File: src/design/vmt_pkg.sv
// ----------------------------------------------------------------------------
// vmt_pkg: shared types and constants of the VM command line tokenizer
// Character codes, keyword tables, word and result records, and the helper
// functions for appending a character and looking up keywords.
// ----------------------------------------------------------------------------
package vmt_pkg;

  localparam int LINE_BITS_DEFAULT = 20;
  localparam int MAX_KEY_CHARS     = 8;
  localparam int LINE_NUM_W        = 20;

  // Character codes
  localparam logic [7:0] CH_NUL   = 8'h00;
  localparam logic [7:0] CH_TAB   = 8'h09;
  localparam logic [7:0] CH_NL    = 8'h0A;
  localparam logic [7:0] CH_SPACE = 8'h20;
  localparam logic [7:0] CH_SLASH = 8'h2F;
  localparam logic [7:0] CH_ZERO  = 8'h30;
  localparam logic [7:0] CH_NINE  = 8'h39;

  // Keyword codes
  localparam int         INS_KEYS    = 17;
  localparam int         SEG_KEYS    = 8;
  localparam logic [4:0] INS_INVALID = 5'd17;
  localparam logic [3:0] SEG_INVALID = 4'd8;

  // Keyword text, right-aligned: the last character sits in the low byte,
  // the first one in byte klen-1
  localparam logic [63:0] INS_TEXT [INS_KEYS] = '{
    "push", "pop", "add", "sub", "neg", "eq", "gt", "lt", "and", "or",
    "not", "label", "function", "goto", "if-goto", "return", "call"
  };
  localparam logic [3:0] INS_LEN [INS_KEYS] = '{
    4'd4, 4'd3, 4'd3, 4'd3, 4'd3, 4'd2, 4'd2, 4'd2, 4'd3, 4'd2,
    4'd3, 4'd5, 4'd8, 4'd4, 4'd7, 4'd6, 4'd4
  };
  localparam logic [63:0] SEG_TEXT [SEG_KEYS] = '{
    "constant", "static", "local", "argument", "pointer", "this", "that", "temp"
  };
  localparam logic [3:0] SEG_LEN [SEG_KEYS] = '{
    4'd8, 4'd6, 4'd5, 4'd8, 4'd7, 4'd4, 4'd4, 4'd4
  };

  // Word being collected; byte i of chars holds character i
  typedef struct packed {
    logic [63:0] chars;
    logic [3:0]  len;
    logic [15:0] acc;
    logic        all_digits;
  } word_t;

  localparam word_t WORD_CLEAR = '{chars: 64'd0, len: 4'd0, acc: 16'd0, all_digits: 1'b1};

  // One result item
  typedef struct packed {
    logic                  has_word;
    logic [1:0]            word_position;
    logic [3:0]            word_length;
    logic [4:0]            instruction_code;
    logic [3:0]            segment_code;
    logic [15:0]           number_value;
    logic                  is_number;
    logic                  name_ok;
    logic [LINE_NUM_W-1:0] line_number;
    logic                  line_end;
  } result_t;

  function automatic logic is_digit(logic [7:0] c);
    return (c >= CH_ZERO) && (c <= CH_NINE);
  endfunction

  // Add one character to the word; length saturates one past the buffer
  function automatic word_t append_char(word_t w, logic [7:0] c);
    word_t       r;
    logic [15:0] d;
    r = w;
    d = {12'd0, 4'(c - CH_ZERO)};
    if (w.len < 4'(MAX_KEY_CHARS)) begin
      r.chars[{w.len[2:0], 3'b000} +: 8] = c;
    end
    if (w.len < 4'(MAX_KEY_CHARS + 1)) begin
      r.len = w.len + 4'd1;
    end
    if (is_digit(c)) begin
      r.acc = (w.acc << 3) + (w.acc << 1) + d;
    end else begin
      r.all_digits = 1'b0;
    end
    return r;
  endfunction

  // Bytes beyond the length are zero, so length plus leading bytes decide
  function automatic logic key_match(logic [63:0] chars, logic [3:0] len,
                                     logic [63:0] text, logic [3:0] klen);
    logic m;
    m = (len == klen);
    for (int i = 0; i < MAX_KEY_CHARS; i++) begin
      if (4'(i) < klen) begin
        m = m && (chars[8*i +: 8] == text[8*(int'(klen) - 1 - i) +: 8]);
      end
    end
    return m;
  endfunction

  function automatic logic [4:0] ins_lookup(logic [63:0] chars, logic [3:0] len);
    logic [4:0] code;
    code = INS_INVALID;
    for (int k = INS_KEYS - 1; k >= 0; k--) begin
      if (key_match(chars, len, INS_TEXT[k], INS_LEN[k])) begin
        code = 5'(k);
      end
    end
    return code;
  endfunction

  function automatic logic [3:0] seg_lookup(logic [63:0] chars, logic [3:0] len);
    logic [3:0] code;
    code = SEG_INVALID;
    for (int k = SEG_KEYS - 1; k >= 0; k--) begin
      if (key_match(chars, len, SEG_TEXT[k], SEG_LEN[k])) begin
        code = 4'(k);
      end
    end
    return code;
  endfunction

endpackage

File: src/design/vmt_in_if.sv
// ----------------------------------------------------------------------------
// vmt_in_if: character channel into the tokenizer
// One request carries a raw character and the end-of-text flag.
// ----------------------------------------------------------------------------
interface vmt_in_if;
  logic       valid;
  logic       ready;
  logic [7:0] char_byte;
  logic       end_of_text;

  modport source (output valid, output char_byte, output end_of_text, input ready);
  modport sink   (input valid, input char_byte, input end_of_text, output ready);
endinterface

File: src/design/vmt_out_if.sv
// ----------------------------------------------------------------------------
// vmt_out_if: token channel out of the tokenizer
// One request carries one finished word or a bare line end.
// ----------------------------------------------------------------------------
interface vmt_out_if;
  logic             valid;
  logic             ready;
  vmt_pkg::result_t data;

  modport source (output valid, output data, input ready);
  modport sink   (input valid, input data, output ready);
endinterface

File: src/design/vm_command_line_tokenizer.sv
// ----------------------------------------------------------------------------
// vm_command_line_tokenizer: streaming tokenizer for stack-VM program text
// Splits characters into words, drops comments, numbers lines and looks up
// instruction and segment keywords for each finished word.
// ----------------------------------------------------------------------------
// One character is taken every cycle while the skid stage is empty; its token,
// if any, is registered (skid stage on a stall). All per-character work (up to
// two appends, keyword compare of the eight-byte buffer, result assembly) is a
// single combinational pass from the tokenizer state to the output register.
// An output register plus a one-entry skid stage sit on the result side, so a
// stalled consumer holds input back only after two results are waiting.
module vm_command_line_tokenizer #(
  parameter int LINE_BITS = vmt_pkg::LINE_BITS_DEFAULT
) (
  input  logic       clk,
  input  logic       rst,
  vmt_in_if.sink     cmd_in,
  vmt_out_if.source  tok_out
);

  // Tokenizer state
  vmt_pkg::word_t       word, word_next;
  logic                 slash_pending, slash_pending_next;
  logic                 in_comment, in_comment_next;
  logic [1:0]           words_in_line, words_in_line_next;
  logic [LINE_BITS-1:0] line_count, line_count_next;

  // Output register and skid stage
  logic                 out_valid, skid_valid;
  vmt_pkg::result_t     out_data, skid_data;

  // Per-character decode
  logic [7:0]           c;
  logic                 eot, is_sep, is_nl, is_sl;
  logic                 comment_start, plain, app_c, sp_mid;
  logic                 word_done, line_done, has_w, emit, fire;
  vmt_pkg::word_t       w1, w2;
  logic [LINE_BITS-1:0] line_inc;
  logic [31:0]          line_wide;
  vmt_pkg::result_t     res;

  assign fire         = cmd_in.valid && cmd_in.ready;
  assign cmd_in.ready = !skid_valid;

  // Character handling and result assembly
  always_comb begin
    c   = cmd_in.char_byte;
    eot = cmd_in.end_of_text;
    is_sep = (c == vmt_pkg::CH_SPACE) || (c == vmt_pkg::CH_TAB) ||
             (c == vmt_pkg::CH_NUL);
    is_nl  = (c == vmt_pkg::CH_NL);
    is_sl  = (c == vmt_pkg::CH_SLASH);

    comment_start = !in_comment && slash_pending && is_sl;
    plain         = !in_comment && !comment_start;

    // pending slash joins the word first
    w1 = (plain && slash_pending) ? vmt_pkg::append_char(word, vmt_pkg::CH_SLASH)
                                  : word;
    app_c  = plain && !is_sep && !is_nl && !is_sl;
    sp_mid = plain && is_sl;
    // then the character itself, or a slash left pending at end of text
    if (app_c) begin
      w2 = vmt_pkg::append_char(w1, c);
    end else if (eot && sp_mid) begin
      w2 = vmt_pkg::append_char(w1, vmt_pkg::CH_SLASH);
    end else begin
      w2 = w1;
    end

    word_done = comment_start || (plain && (is_sep || is_nl)) || eot;
    line_done = is_nl || eot;
    has_w     = (w2.len != 4'd0);
    emit      = line_done || (word_done && has_w);

    line_inc  = line_count + LINE_BITS'(1);
    line_wide = 32'(line_inc);

    res                  = '0;
    res.instruction_code = vmt_pkg::INS_INVALID;
    res.segment_code     = vmt_pkg::SEG_INVALID;
    res.line_number      = line_wide[vmt_pkg::LINE_NUM_W-1:0];
    res.line_end         = line_done;
    if (has_w) begin
      res.has_word         = 1'b1;
      res.word_position    = words_in_line;
      res.word_length      = w2.len;
      res.instruction_code = vmt_pkg::ins_lookup(w2.chars, w2.len);
      res.segment_code     = vmt_pkg::seg_lookup(w2.chars, w2.len);
      res.number_value     = w2.all_digits ? w2.acc : 16'd0;
      res.is_number        = w2.all_digits;
      res.name_ok          = !vmt_pkg::is_digit(w2.chars[7:0]);
    end

    // next state
    word_next          = (word_done && has_w) ? vmt_pkg::WORD_CLEAR : w2;
    slash_pending_next = eot ? 1'b0 : sp_mid;
    if (line_done) begin
      in_comment_next = 1'b0;
    end else begin
      in_comment_next = in_comment || comment_start;
    end
    words_in_line_next = words_in_line;
    if (word_done && has_w && (words_in_line != 2'd3)) begin
      words_in_line_next = words_in_line + 2'd1;
    end
    line_count_next = line_count;
    if (line_done) begin
      words_in_line_next = 2'd0;
      line_count_next    = line_inc;
    end
  end

  // State registers
  always_ff @(posedge clk) begin
    if (rst) begin
      word          <= vmt_pkg::WORD_CLEAR;
      slash_pending <= 1'b0;
      in_comment    <= 1'b0;
      words_in_line <= 2'd0;
      line_count    <= '0;
    end else if (fire) begin
      word          <= word_next;
      slash_pending <= slash_pending_next;
      in_comment    <= in_comment_next;
      words_in_line <= words_in_line_next;
      line_count    <= line_count_next;
    end
  end

  // Output register and skid: valid flags
  always_ff @(posedge clk) begin
    if (rst) begin
      out_valid  <= 1'b0;
      skid_valid <= 1'b0;
    end else if (!out_valid || tok_out.ready) begin
      if (skid_valid) begin
        out_valid  <= 1'b1;
        skid_valid <= 1'b0;
      end else begin
        out_valid <= fire && emit;
      end
    end else if (fire && emit) begin
      skid_valid <= 1'b1;
    end
  end

  // Output register and skid: payload
  always_ff @(posedge clk) begin
    if (!out_valid || tok_out.ready) begin
      if (skid_valid) begin
        out_data <= skid_data;
      end else begin
        out_data <= res;
      end
    end else if (fire && emit) begin
      skid_data <= res;
    end
  end

  assign tok_out.valid = out_valid;
  assign tok_out.data  = out_data;

  // Checks
  a_skid_behind_out: assert property (@(posedge clk) disable iff (rst)
    skid_valid |-> out_valid)
    else $error("skid stage holds a request while output register is empty");

  a_comment_no_slash: assert property (@(posedge clk) disable iff (rst)
    !(slash_pending && in_comment))
    else $error("slash pending inside a comment");

  a_empty_word_clean: assert property (@(posedge clk) disable iff (rst)
    (word.len == 4'd0) |-> ((word.chars == 64'd0) && word.all_digits &&
                            (word.acc == 16'd0)))
    else $error("empty word buffer not clear");

  a_line_end_resets_pos: assert property (@(posedge clk) disable iff (rst)
    (fire && line_done) |=> (words_in_line == 2'd0))
    else $error("word position not reset after line end");

endmodule

File: src/flat_wrapper.sv
// flat-port wrapper written by rule: the top's interface ports become plain ports
module vm_command_line_tokenizer_flat 
#(
  parameter int LINE_BITS = vmt_pkg::LINE_BITS_DEFAULT
)
  (clk, rst, cmd_in_valid, cmd_in_char_byte, cmd_in_end_of_text, cmd_in_ready, tok_out_valid, tok_out_data, tok_out_ready);
  vmt_in_if cmd_in_i ();
  vmt_out_if tok_out_i ();
  input  logic clk;
  input  logic rst;
  input wire logic [$bits(cmd_in_i.valid)-1:0] cmd_in_valid;
  input wire logic [$bits(cmd_in_i.char_byte)-1:0] cmd_in_char_byte;
  input wire logic [$bits(cmd_in_i.end_of_text)-1:0] cmd_in_end_of_text;
  output wire logic [$bits(cmd_in_i.ready)-1:0] cmd_in_ready;
  output wire logic [$bits(tok_out_i.valid)-1:0] tok_out_valid;
  output wire logic [$bits(tok_out_i.data)-1:0] tok_out_data;
  input wire logic [$bits(tok_out_i.ready)-1:0] tok_out_ready;
  assign cmd_in_i.valid = cmd_in_valid;
  assign cmd_in_i.char_byte = cmd_in_char_byte;
  assign cmd_in_i.end_of_text = cmd_in_end_of_text;
  assign cmd_in_ready = cmd_in_i.ready;
  assign tok_out_valid = tok_out_i.valid;
  assign tok_out_data = tok_out_i.data;
  assign tok_out_i.ready = tok_out_ready;
  vm_command_line_tokenizer #(.LINE_BITS(LINE_BITS)) u_core (.clk(clk), .rst(rst), .cmd_in(cmd_in_i), .tok_out(tok_out_i));
endmodule
File: config.mk
export PLATFORM = sky130hd
export DESIGN_NAME = vm_command_line_tokenizer_flat
export DESIGN_NICKNAME = d
export VERILOG_FILES = /design/src/design/vmt_pkg.sv /design/src/design/vmt_in_if.sv /design/src/design/vmt_out_if.sv /design/src/design/vm_command_line_tokenizer.sv /design/src/flat_wrapper.sv
export SDC_FILE = /design/constraint.sdc
export NUM_CORES = 1
export LEC_CHECK = 0
export CELL_PAD_IN_SITES_DETAIL_PLACEMENT = 1
export CELL_PAD_IN_SITES_GLOBAL_PLACEMENT = 2
export CORE_MARGIN = 5
export CORE_UTILIZATION = 41
export DETAILED_ROUTE_END_ITERATION = 10
export DONT_BUFFER_PORTS = 1
export GPL_TIMING_DRIVEN = 0
export HOLD_SLACK_MARGIN = 0.05
export PLACE_DENSITY_LB_ADDON = 0.08
export SLEW_MARGIN = 20
export SYNTH_ARGS = -nofsm -noshare
export SYNTH_HDL_FRONTEND = slang
export SYNTH_SLANG_ARGS = --single-unit
export TNS_END_PERCENT = 20
File: constraint.sdc
create_clock -name clk -period 9.2 [get_ports clk]
set_input_delay 0.46 -clock clk [delete_from_list [all_inputs] [get_ports clk]]
set_output_delay 0.46 -clock clk [all_outputs]
set_load 0.02 [all_outputs]
==> impl_results.md, run 1 <==
- Post-Layout Cell Count: about 2000
- Layout cells sized above 1: approximately a tenth
- CP arrival: between 7000 and 8000 ps
- Clock skew: ~11 ps
- Kind of critical path: flip-flop to flip-flop
- CP delay by family, top: simple AND/OR/NAND/NOR gates
- Row count: between 60 and 70
- CTS Buf Count: 27
- CTS tree: yes
- CP bufs+invs: 4
- Hold Path Class: input pin to flip-flop
- Horiz. Die Dim: around 190 µm
- IO Pins: 70
- Yosys top cell by area: edfxtp_1
- Final wirelength: about 57000 µm
- RR Startpoint: u_core.word[17]
- Reg power frac: 43.6%
- Post-Layout Inst Area: approximately 15000 µm²
- # hold bufs at CTS: 0
- H-tree levels: 1
- Synth top area cells: edfxtp_1, dfxtp_1, nor2_1
- Initial Utilization: 41.6%
- Worst-Margin Slew: 1080 ps
- Leak pwr: between 0.005 and 0.006 µW
- Main flop type after synthesis: dfxtp_1
- Storage cell area: roughly 5500 µm²
- Vias/cell: 6.48
- CTS Root Cell: clkbuf_16
- CP Max Fanout: 10
- Setup violations, final: 0
- PwrDens: ~160 nW/µm²
- Setup Fix Bufs, Post-CTS: 0
- Status: completed
- P_int: 1820 µW
- RSZ-0062 raised after global routing: no
- Resize count post-CTS: 0
- GRT met3 Usage: under 10%
- Clock net sink count: 221
- Initial antenna violation count: 0
- Period utilization: between 80% and 90%
- Reg-to-reg slack, setup: roughly 1700 ps
- Total global-route track usage: 30.4%
- WP data required: between 9000 and 10000 ps
- Power, Total: 2480 µW
- Die ar.: ~37000 µm²
- Met1 GRT Util: about two fifths
- Hold Crit Depth: 3
- Peak Freq: approximately 130 MHz
- Register bit total from synthesis: approximately 220
- Final #Nets: 1588
- Port-buffer cells: 0
- DR vias: 12963
- Synth Area per Inst: between 9 and 10 µm²
- Core ar.: around 33000 µm²
- Dpl cells: 1949
- WHS Endpoint: u_core.slash_pending
- Post-synth cell types: approximately 110
- Final TNS setup: 0 ps
- Switching Share: a little over a quarter
- GPL Wtd Cong: approximately 1
- Clock share of power: 46.3%
- Place WS: a little under 2000 ps
- Power share of the combinational group: about a tenth
- First-pass GRT wire length: between 80000 and 90000 µm
- Placed cell areas: between 10000 and 15000 µm²
- Hold Startpoint: cmd_in_end_of_text
- Final setup margin: roughly 1700 ps
- Seq/Total Area, Yosys: 40.8%
- Crit-path max cell delay: approximately 890 ps
- Busiest grt layer: met2
- Worst-Skew Late Latency: roughly 560 ps
- Share of the synthesized area in the top cell type: between 20 and 25%
- Area grow syn2layout: 12.2%
- VDD IR max: about 0.00013 V
- CP Cell Sequence: buf_2, inv_1, ha_1, inv_1, o21ai_1, nand3_1, nand2_1, inv_1, ha_1, ha_1, nor2_1, nand4_1, a2111oi_2, a221oi_1, o2bb2ai_1, nand3_1, or3_1, nor4_1, a21oi_1, nand4b_2, o41ai_1
- 1st-iter DRT viols: 1027
- Path depth of the worst reg2reg path: 21
- Slowest-stage cell, CP: a2111oi_2
- Post-Synthesis Cells: 1502
- # fillers: ~3800
- Post-layout minimum cycle time: 7470 ps
- Fin. max-slew vios: 0
- FFs w/ async S/R, synth: 0%
- M2 GR Usage: 50.1%
- Number of synthesized flops with an enable pin: 110
- Worst-path clk slew: ~60 ps
- Cell Area, Synth: 13500 µm²
- Max-Cap Viols: 0
- Synth warn: 0
- Synthesized net count: around 1600
- Hpwl dp: about 43000 µm
- DRC: 0
- Largest net degree at the start of global routing: 34
- Reg2reg end: u_core.tok_out.data[47]
- Slew headroom: roughly a quarter
- Max Root-Sink Buffers: 3
- P_sw: between 600 and 700 µW
- Routed len/inst: roughly 28 µm
- DRT antenna net count: 0
- Worst Setup End Kind: flip-flop
- Final hold vios: 0
- TritonRoute pass-1 iters: 6
- Footprint of the multi-input gates: around 7500 µm²
- Ant. Diodes: 0
- Vias in the first global route: 12892
- Gr ovfl total: 0
- Die Y: about 190 µm
- Startpoint types: flip-flop
-- placed cells by master, fill, tap and decap left out, types with 8 or more instances in the layout --
cell type  synthesis  final
nor4b_1            9      8
clkbuf_1          62     67
a211oi_1          18     18
or4_1             12     12
o22ai_1           11     11
a41oi_1            9      9
buf_2             17     17
nor3_1            57     56
mux2i_1           10     10
o211ai_1          13     13
dfxtp_1          111    111
xor2_1            33     33
or2_2             10     10
inv_1             37     37
a22oi_1           20     20
nor4_1            24     23
clkbuf_16          0     27
a31oi_1            9      9
nor2b_1           12     12
edfxtp_1         110    110
and3_1            20     20
nand2b_1          14     13
a21oi_1          105    105
o2111ai_1          9      9
a2bb2oi_1          9      9
o31ai_1           12     12
nor2_1           165    164
or3_1             15     15
nand4_1           28     28
o21ai_0           50     50
nand2_1          141    141
mux2_2            41     41
xnor2_1           15     15
and2_1            11     11
and4_1             9      9
a21o_1             9      9
ha_1              37     37
a32oi_1           18     18
nand3_1           61     61
-- synthesized netlist by cell type (all sizes together) (37+ instances only) --
cell / count
nor3: 59
inv: 38
nand3: 63
mux2: 43
a21oi: 105
o21ai: 58
clkbuf: 62
edfxtp: 110
dfxtp: 111
nand2: 141
ha: 37
nor2: 165
-- worst min-delay path, delay by kind of cell --
family | cells | cell delay [ps]
AND/OR/NAND/NOR | 2 | 90
AO/OA/AOI/OAI | 1 | 60
-- routing by layer --
layer  up-vias  wire length [µm]
met5         -                 0
met4         0              2780
met2       491             26100
met3       150              2980
met1      6570             24700
li1       5752                 -
-- per-stage QoR --
stage / hold WS [ps] / utilization (%)
2_1_floorplan: 427 / -
3_3_place_gp: 436 / 43.3
3_5_place_dp: 444 / 43.8
4_1_cts: 81.9 / 46.7
5_1_grt: 110 / 46.7
6_report: 101 / 46.7
-- state kept, by name, indices dropped and copies added, names as in the netlist --
register	count
u_core.skid_valid	1
u_core.tok_out.valid	1
u_core.line_count	20
u_core.slash_pending	1
u_core.tok_out.data	55
u_core.in_comment	1
u_core.skid_data	55
u_core.word	85
u_core.words_in_line	2
-- worst max path at each step --
stage,start,endpoint,cells after the start
2_1_floorplan,u_core.word[17],u_core.skid_data[0],19
3_3_place_gp,u_core.word[17],u_core.skid_data[31],19
3_5_place_dp,u_core.word[17],u_core.tok_out.data[47],21
4_1_cts,u_core.word[17],u_core.tok_out.data[47],21
5_1_grt,u_core.word[17],u_core.tok_out.data[47],21
6_report,u_core.word[17],u_core.tok_out.data[47],21
-- layout make-up --
cell class                 instances  area share, %
inverter                          39          0.964
clock buffer                      32           4.57
tap                              442           3.64
multi-input combinational       1150           49.5
timing repair buffer               5          0.725
clock inverter                    18           1.64
buffer                            92           2.64
sequential                       221           36.4
-- kinds of logic (layout without fill, tap and decap cells) --
kind of cell / after synthesis / count (layout) / synth area share (%)
compound gates: 378 / 378 / 19.9
buf+inv: 131 / 186 / 4.04
xor+xnor: 48 / 48 / 3.10
simple gates: 632 / 632 / 24.1
mux: 53 / 53 / 4.34
flops: 221 / 221 / 40.8
fa+ha+maj: 39 / 39 / 3.71
-- power by group through the flow --
| stage | Combinational [µW] | Clock [µW] | Sequential, µW |
|---|---|---|---|
| floorplan | 142 | 0 | 1100 |
| CTS | 244 | 1170 | 1080 |
| global route | 263 | 1210 | 1080 |
| detailed placement | 243 | 0 | 1100 |
| global placement | 237 | 0 | 1100 |
| finish | 252 | 1150 | 1080 |
Power figures use the tool's default switching activity.
==> inputs of run 2 (changes only) <==
Settings changed: CORE_UTILIZATION 41 to 37.
Clock period 9.2 ns to 6.4 ns, I/O delays scaled along.
==> run 2 against run 1 <==
- clock power is 35% higher
- global-route usage is 2.4 points lower
- flip-flop and latch count unchanged
- cell area grew 2.1%
- combinational power increased by 50%
- total power up 40%
- register-to-register slack lost 1600 ps
- sequential power increased by 44%
- routed wire length increased by 4.3%
- die area rose by 10%
- critical endpoint unchanged
==> impl_results.md, run 2 (synthesized netlist as in run 1, its figures left out) <==
- Hold Crit Depth: 3 (unchanged)
- Die Y: 201 µm (+5.0%)
- Vias/cell: 6.30 (-2.8%)
- Vias in the first global route: 12887 (-0.039%)
- Clock skew: 16.8 ps (+5.93 ps)
- First-pass GRT wire length: 87000 µm (+2.7%)
- Horiz. Die Dim: 201 µm (+5.0%)
- Area grow syn2layout: 14.5%
- Met1 GRT Util: 37.7% (-2.6 points)
- Worst-path clk slew: 60 ps (about the same)
- GRT met3 Usage: 3.98% (-0.018 points)
- Post-layout minimum cycle time: 6280 ps (-1190 ps)
- Clock net sink count: 221 (unchanged)
- Leak pwr: 0.00540 µW (+1.4%)
- Hold Path Class: input pin to flip-flop
- Dpl cells: 1975 (+1.3%)
- Period utilization: 98.2% (+17 points)
- Peak Freq: 159 MHz (+19%)
- Startpoint types: flip-flop
- Layout cells sized above 1: 13.3% (+2.7 points)
- DRT antenna net count: 0 (unchanged)
- Path depth of the worst reg2reg path: 22 (+4.8%)
- Port-buffer cells: 0 (unchanged)
- Power, Total: 3480 µW (+40%)
- H-tree levels: 1 (unchanged)
- CP arrival: 6560 ps (-1180 ps)
- IO Pins: 70 (unchanged)
- Post-Layout Cell Count: 2037 (+1.9%)
- WP data required: 6670 ps (-2800 ps)
- Fin. max-slew vios: 0 (unchanged)
- Largest register by flop count: u_core.word
- Worst-Skew Late Latency: 580 ps (+20 ps)
- Core ar.: 36300 µm² (+12%)
- TritonRoute pass-1 iters: 5 (-1)
- Worst Setup End Kind: flip-flop
- Reg-to-reg slack, setup: 120 ps (-1610 ps)
- DRC: 0 (unchanged)
- CP Max Fanout: 10 (unchanged)
- CTS tree: yes
- GPL Wtd Cong: 0.961 (-3.5%)
- CTS Buf Count: 27 (unchanged)
- Routed len/inst: 29.0 µm (+2.4%)
- Placed cell areas: 14300 µm² (+0.16%)
- Worst-Margin Slew: 1180 ps (+103 ps)
- Place WS: -578 ps (-2530 ps)
- DR vias: 12834 (-1.0%)
- VDD IR max: 0.000234 V (+77%)
- Kind of critical path: flip-flop to flip-flop
- Max Root-Sink Buffers: 3 (unchanged)
- Max-Cap Viols: 0 (unchanged)
- RR Startpoint: u_core.word[17]
- Most frequent cells in the layout: nor2_1, nand2_1, dfxtp_1, edfxtp_1, a21oi_1
- Reg2reg end: u_core.tok_out.data[47]
- Most common cell after layout, fill and taps aside: nor2_1
- Largest net degree at the start of global routing: 31 (-8.8%)
- WHS Endpoint: u_core.word[51]
- CTS Root Cell: clkbuf_16
- Busiest grt layer: met2
- Setup violations, final: 0 (unchanged)
- Slew headroom: 20.7% (-5.5 points)
- Die ar.: 40500 µm² (+10%)
- Final setup margin: 116 ps (-1610 ps)
- Final #Nets: 1599 (+0.69%)
- Status: completed
- Final wirelength: 59000 µm (+4.3%)
- Initial Utilization: 37.3% (-4.4 points)
- Initial antenna violation count: 0 (unchanged)
- Total global-route track usage: 28.0% (-2.4 points)
- RSZ-0062 raised after global routing: yes
- PwrDens: 224 nW/µm² (+37%)
- Row count: 70 (+6.1%)
- 1st-iter DRT viols: 1031 (+0.39%)
- Post-Layout Inst Area: 15500 µm² (+2.1%)
- Final hold vios: 0 (unchanged)
- M2 GR Usage: 45.3% (-4.8 points)
- Gr ovfl total: 0 (unchanged)
- Hold Startpoint: cmd_in_char_byte[6]
- Largest register FFs: 85 (unchanged)
- Hpwl dp: 44900 µm (+4.0%)
[run 2: cell count changes in the layout (fill, tap and decap cells not counted), sizes merged, moves of 3 or more]
cell,previous run,this run
buf,35,42
bufinv,6,1
dlygate4sd3,0,3
clkinv,10,6
clkbuf,94,104
[run 2: cell type report]
| cell class | instances | area [µm²] |
|---|---|---|
| Antenna cell | 1 | 2.50 |
| Buffer | 91 | 402 |
| Clock buffer | 41 | 800 |
| Clock inverter | 9 | 90.1 |
| Fill cell | 4171 | 20800 |
| Inverter | 39 | 148 |
| Multi-Input combinational cell | 1150 | 7780 |
| Sequential cell | 221 | 5530 |
| Tap cell | 468 | 586 |
| Timing Repair Buffer | 17 | 180 |
[run 2: where the power goes]
group | internal (µW) | switching, µW
clock | 904 | 641
combinational | 91.5 | 286
sequential | 1510 | 42.3
[run 2: metal layers]
layer  wire length (µm)  vias to the layer above
li1                   -                     5756
met1              25600                     6422
met2              26800                      528
met3               3480                      128
met4               3080                        0
met5                  0                        -
[run 2: through the flow]
stage               utilization [%]  hold slack, ps  setup TNS (ps)
floorplan                         -             427               0
global placement               38.9             437         -184520
detailed placement             39.3             448           -5630
CTS                            42.2             125               0
global route                   42.7             140           -67.6
finish                         42.7             133               0
[run 2: how the worst max path moves through the flow]
| stage | end | from | slack (ps) | cells after the start |
|---|---|---|---|---|
| detailed placement | u_core.tok_out.data[47] | u_core.word[17] | -580 | 21 |
| global route | u_core.tok_out.data[47] | u_core.word[17] | -50 | 22 |
| finish | u_core.tok_out.data[47] | u_core.word[17] | 120 | 22 |
| CTS | u_core.tok_out.data[47] | u_core.word[17] | 8 | 21 |
| global placement | u_core.skid_data[51] | cmd_in_char_byte[3] | -3210 | 16 |
| floorplan | u_core.skid_data[0] | cmd_in_char_byte[4] | 40 | 18 |
[run 2: timing repair]
| item | 4_1_cts | 5_1_grt |
|---|---|---|
| resized for setup | 25 | 20 |
| hold buffers | 3 | 0 |
| hold endpoints to repair | 4 | 0 |
| buffers inserted | 2 | 7 |
| pin swaps | 2 | 6 |
| endpoints found under the setup margin | 54 | 90 |
[run 2: critical path, stage by stage, from the launching register on]
cell and delay, ps:
dfxtp_1 310, clkbuf_4 210, inv_1 260, ha_1 230, inv_1 80, o21ai_4 310
nand3_4 260, nand2_2 250, inv_1 90, ha_1 250, ha_1 380, nor2_1 220
and3_1 190, buf_2 200, nand4_1 190, a32oi_4 390, and3b_1 340, nand2b_1 80
or4_1 510, or4_4 630, o31ai_2 270, nand4b_2 220, o41ai_1 110
==> inputs of run 3 (changes only) <==
Settings changed: ABC_AREA from default to 1, CORE_UTILIZATION 37 to 34.
==> run 3 against run 2 <==
- maximum frequency increased by 19%
- utilization decreased by 4.1 points
- cell area increased by 1.9%
- global-route usage decreased by 4.4 points
- synthesized cell count increased by 32%
- sequential power increased by 4%
- final cell count increased by 26%
- non-clock buffer count decreased by 35
- routed wire length decreased by 5.3%
==> impl_results.md, run 3 <==
- Status: completed
- RR Startpoint: u_core.word[17]
- Most common cell after layout, fill and taps aside: nand2_1
- Reg-to-reg slack, setup: 1100 ps (+980 ps)
- Register bit total from synthesis: 221 (unchanged)
- Peak Freq: 189 MHz (+19%)
- Clock share of power: 41.7% (-2.7 points)
- CP arrival: 5730 ps (-830 ps)
- Slew headroom: 30.9% (+10 points)
- Switching Share: 30.3% (+2.5 points)
- Setup Fix Bufs, Post-CTS: 0 (-2)
- Reg power frac: 43.8% (-0.9 points)
- Worst-path clk slew: 60 ps (about the same)
- Total global-route track usage: 23.6% (-4.4 points)
- Hold Startpoint: cmd_in_char_byte[4]
- P_sw: 1130 µW (+16%)
- Horiz. Die Dim: 214 µm (+6.3%)
- P_int: 2590 µW (+3.1%)
- DRC: 0 (unchanged)
- Hold Crit Depth: 4 (+1)
- H-tree levels: 1 (unchanged)
- Post-Layout Cell Count: 2575 (+26%)
- Power share of the combinational group: 14.4% (+3.6 points)
- CP Max Fanout: 9 (-1)
- Busiest grt layer: met2
- Most frequent cells in the layout: nand2_1, nor2_1, inv_1, nand3_1, a21oi_1
- Number of synthesized flops with an enable pin: 110 (unchanged)
- RSZ-0062 raised after global routing: no
- Port-buffer cells: 0 (unchanged)
- WHS Endpoint: u_core.word[73]
- Clock skew: 20.5 ps (+3.67 ps)
- Final hold vios: 0 (unchanged)
- DRT antenna net count: 0 (unchanged)
- Reg2reg end: u_core.tok_out.data[40]
- CTS Buf Count: 27 (unchanged)
- Cell Area, Synth: 14100 µm² (+4.5%)
- Hold Path Class: input pin to flip-flop
- TritonRoute pass-1 iters: 5 (unchanged)
- Path depth of the worst reg2reg path: 23 (+4.5%)
- Post-layout minimum cycle time: 5300 ps (-982 ps)
- Final #Nets: 2074 (+30%)
- 1st-iter DRT viols: 813 (-21%)
- Initial antenna violation count: 1 (+1)
- Row count: 74 (+5.7%)
- Worst-Margin Slew: 1040 ps (-143 ps)
- Met1 GRT Util: 31.1% (-6.6 points)
- VDD IR max: 0.000182 V (-22%)
- Die ar.: 45800 µm² (+13%)
- FFs w/ async S/R, synth: 0% (unchanged)
- Main flop type after synthesis: dfxtp_1
- Hold Slack: 112 ps (-21.7 ps)
- Clock net sink count: 221 (unchanged)
- Fin. max-slew vios: 0 (unchanged)
- Ant. Diodes: 0 (-1)
- Final wirelength: 55900 µm (-5.3%)
- Crit-path max cell delay: 590 ps (-40 ps)
- Leak pwr: 0.00665 µW (+23%)
- Largest net degree at the start of global routing: 58 (+87%)
- Resize count post-CTS: 0 (-100%)
- Main combinational cell family by area after synthesis: simple AND/OR/NAND/NOR gates
- Vias in the first global route: 13929 (+8.1%)
- Slowest-stage cell, CP: nor3_1
- CTS tree: yes
- IO Pins: 70 (unchanged)
- Synth top area cells: edfxtp_1, dfxtp_1, nand2_1
- Max Root-Sink Buffers: 3 (unchanged)
- Adder-Cell Fraction of Synth Area: 3.55% (-0.16 points)
- Period utilization: 82.8% (-15 points)
- PwrDens: 235 nW/µm² (+4.7%)
- Post-Layout Inst Area: 15800 µm² (+1.9%)
- GPL Wtd Cong: 0.939 (-2.3%)
- Post-synth cell types: 60 (-45%)
- DR vias: 13457 (+4.9%)
- Synth Area in XOR/XNOR: 1.55% (-1.6 points)
- Max-Cap Viols: 0 (unchanged)
- Initial Utilization: 34.5% (-2.8 points)
- Yosys top cell by area: edfxtp_1
- Gr ovfl total: 0 (unchanged)
- Setup violations, final: 0 (unchanged)
- M2 GR Usage: 41.0% (-4.3 points)
- Synthesized net count: 2040 (+31%)
- Area grow syn2layout: 11.8%
- Simple-gate share of the synthesized area: 38.4% (+14 points)
- CP bufs+invs: 6 (+1)
- WP data required: 6830 ps (+160 ps)
- CTS Root Cell: clkbuf_16
- Routed len/inst: 21.7 µm (-25%)
- Dpl cells: 2523 (+28%)
- CP delay by family, top: simple AND/OR/NAND/NOR gates
- Largest register FFs: 85 (unchanged)
- Kind of critical path: flip-flop to flip-flop
- Seq/Total Area, Yosys: 39.0% (-1.7 points)
- CP Cell Sequence: inv_2, ha_1, inv_1, nand2_1, nand2_1, nand3_1, nand2_4, inv_1, ha_1, buf_2, inv_1, nand3_1, inv_1, nand4_1, or2_1, nand3_1, nand4_1, nor3_1, nand4_1, o22ai_1, or2_1, nand2_1, nand2_1
- # hold bufs at CTS: 2 (-1)
- Hpwl dp: 43300 µm (-3.5%)
- Mux cell area share after synthesis: 0.212% (-4.1 points)
- Largest register by flop count: u_core.word
- Placed cell areas: 14900 µm² (+4.5%)
- Complex-gate fraction of the synthesized area: 9.07% (-11 points)
- Post-Synthesis Cells: 1988 (+32%)
- GRT met3 Usage: 2.63% (-1.4 points)
- Synth warn: 0 (unchanged)
- Dominant cell by count in the synthesized netlist: nand2_1
- Crit. path cell count: 23 (+4.5%)
- Share of the synthesized area in the top cell type: 23.3% (-1.0 points)
- Worst-Skew Late Latency: 570 ps (about the same)
- Startpoint types: flip-flop
- Layout cells sized above 1: 10.6% (-2.6 points)
- Synth cell count leaders: nand2_1, nor2_1, inv_1
- Worst Setup End Kind: flip-flop
- Vias/cell: 5.23 (-17%)
- First-pass GRT wire length: 85200 µm (-2.1%)
- Synth Area per Inst: 7.12 µm² (-21%)
- Core ar.: 41000 µm² (+13%)
- Die Y: 214 µm (+6.3%)
run 3: cell count changes after synthesis, sizes merged, moves of 21 or more:
| cell | change |
|---|---|
| a211oi | -21 |
| nand4 | +31 |
| a21oi | +23 |
| o21ai | +39 |
| inv | +177 |
| mux2 | -43 |
| nor2 | +85 |
| nand2 | +464 |
| clkbuf | -23 |
| nand3 | +87 |
run 3: logic make-up (layout without fill, tap and decap cells):
logic type	count (synthesis)	in the layout
compound gates	244	244
mux	3	3
flops	221	221
buf+inv	285	340
xor+xnor	25	25
fa+ha+maj	39	39
simple gates	1171	1171
run 3: cell type report:
| type | instances | area [µm²] |
|---|---|---|
| tap | 532 | 666 |
| fill | 5169 | 25200 |
| timing repair buffer | 5 | 103 |
| sequential | 221 | 5530 |
| clock inverter | 12 | 124 |
| clock buffer | 38 | 757 |
| multi-input combinational | 1482 | 7490 |
| inverter | 217 | 820 |
| buffer | 68 | 332 |
run 3: stage by stage:
stage / power, µW / utilization, % / TNS [ps] / worst slack [ps]
finish: 3710 / 38.6 / 0 / 1100
floorplan: 2000 / - / 0 / 703
detailed placement: 2190 / 36.4 / 0 / 1160
CTS: 3760 / 38.6 / 0 / 1120
global route: 3880 / 38.6 / 0 / 706
global placement: 2180 / 36.1 / -102110 / -1860
run 3: worst register-to-register path: stages (launching register included):
cell,delay (ps)
dfxtp_1,490
inv_2,150
ha_1,360
inv_1,130
nand2_1,70
nand2_1,70
nand3_1,110
nand2_4,160
inv_1,110
ha_1,290
buf_2,180
inv_1,210
nand3_1,190
inv_1,180
nand4_1,270
or2_1,310
nand3_1,160
nand4_1,230
nor3_1,590
nand4_1,210
o22ai_1,250
or2_1,290
nand2_1,90
nand2_1,70
run 3: power by group through the flow:
stage / registers, µW / clock network (µW) / logic, µW
after floorplan: 1650 / 0 / 351
after global placement: 1660 / 0 / 518
after global routing: 1630 / 1660 / 587
final: 1630 / 1550 / 536
after CTS: 1630 / 1590 / 536
after detailed placement: 1660 / 0 / 533
run 3: worst max path at each step:
stage,slack (ps),from,endpoint
2_1_floorplan,700,u_core.word[17],u_core.skid_data[0]
3_3_place_gp,-1860,u_core.word[17],u_core.skid_data[24]
3_5_place_dp,1160,u_core.word[17],u_core.tok_out.data[47]
4_1_cts,1120,u_core.word[17],u_core.tok_out.data[47]
5_1_grt,710,u_core.word[17],u_core.tok_out.data[40]
6_report,1100,u_core.word[17],u_core.tok_out.data[40]
run 3: layer usage:
| layer | up-vias | share of wire (%) |
|---|---|---|
| met2 | 246 | 47 |
| met3 | 90 | 3.7 |
| met5 | - | 0.036 |
| met1 | 6530 | 46 |
| met4 | 2 | 3.2 |
| li1 | 6589 | - |
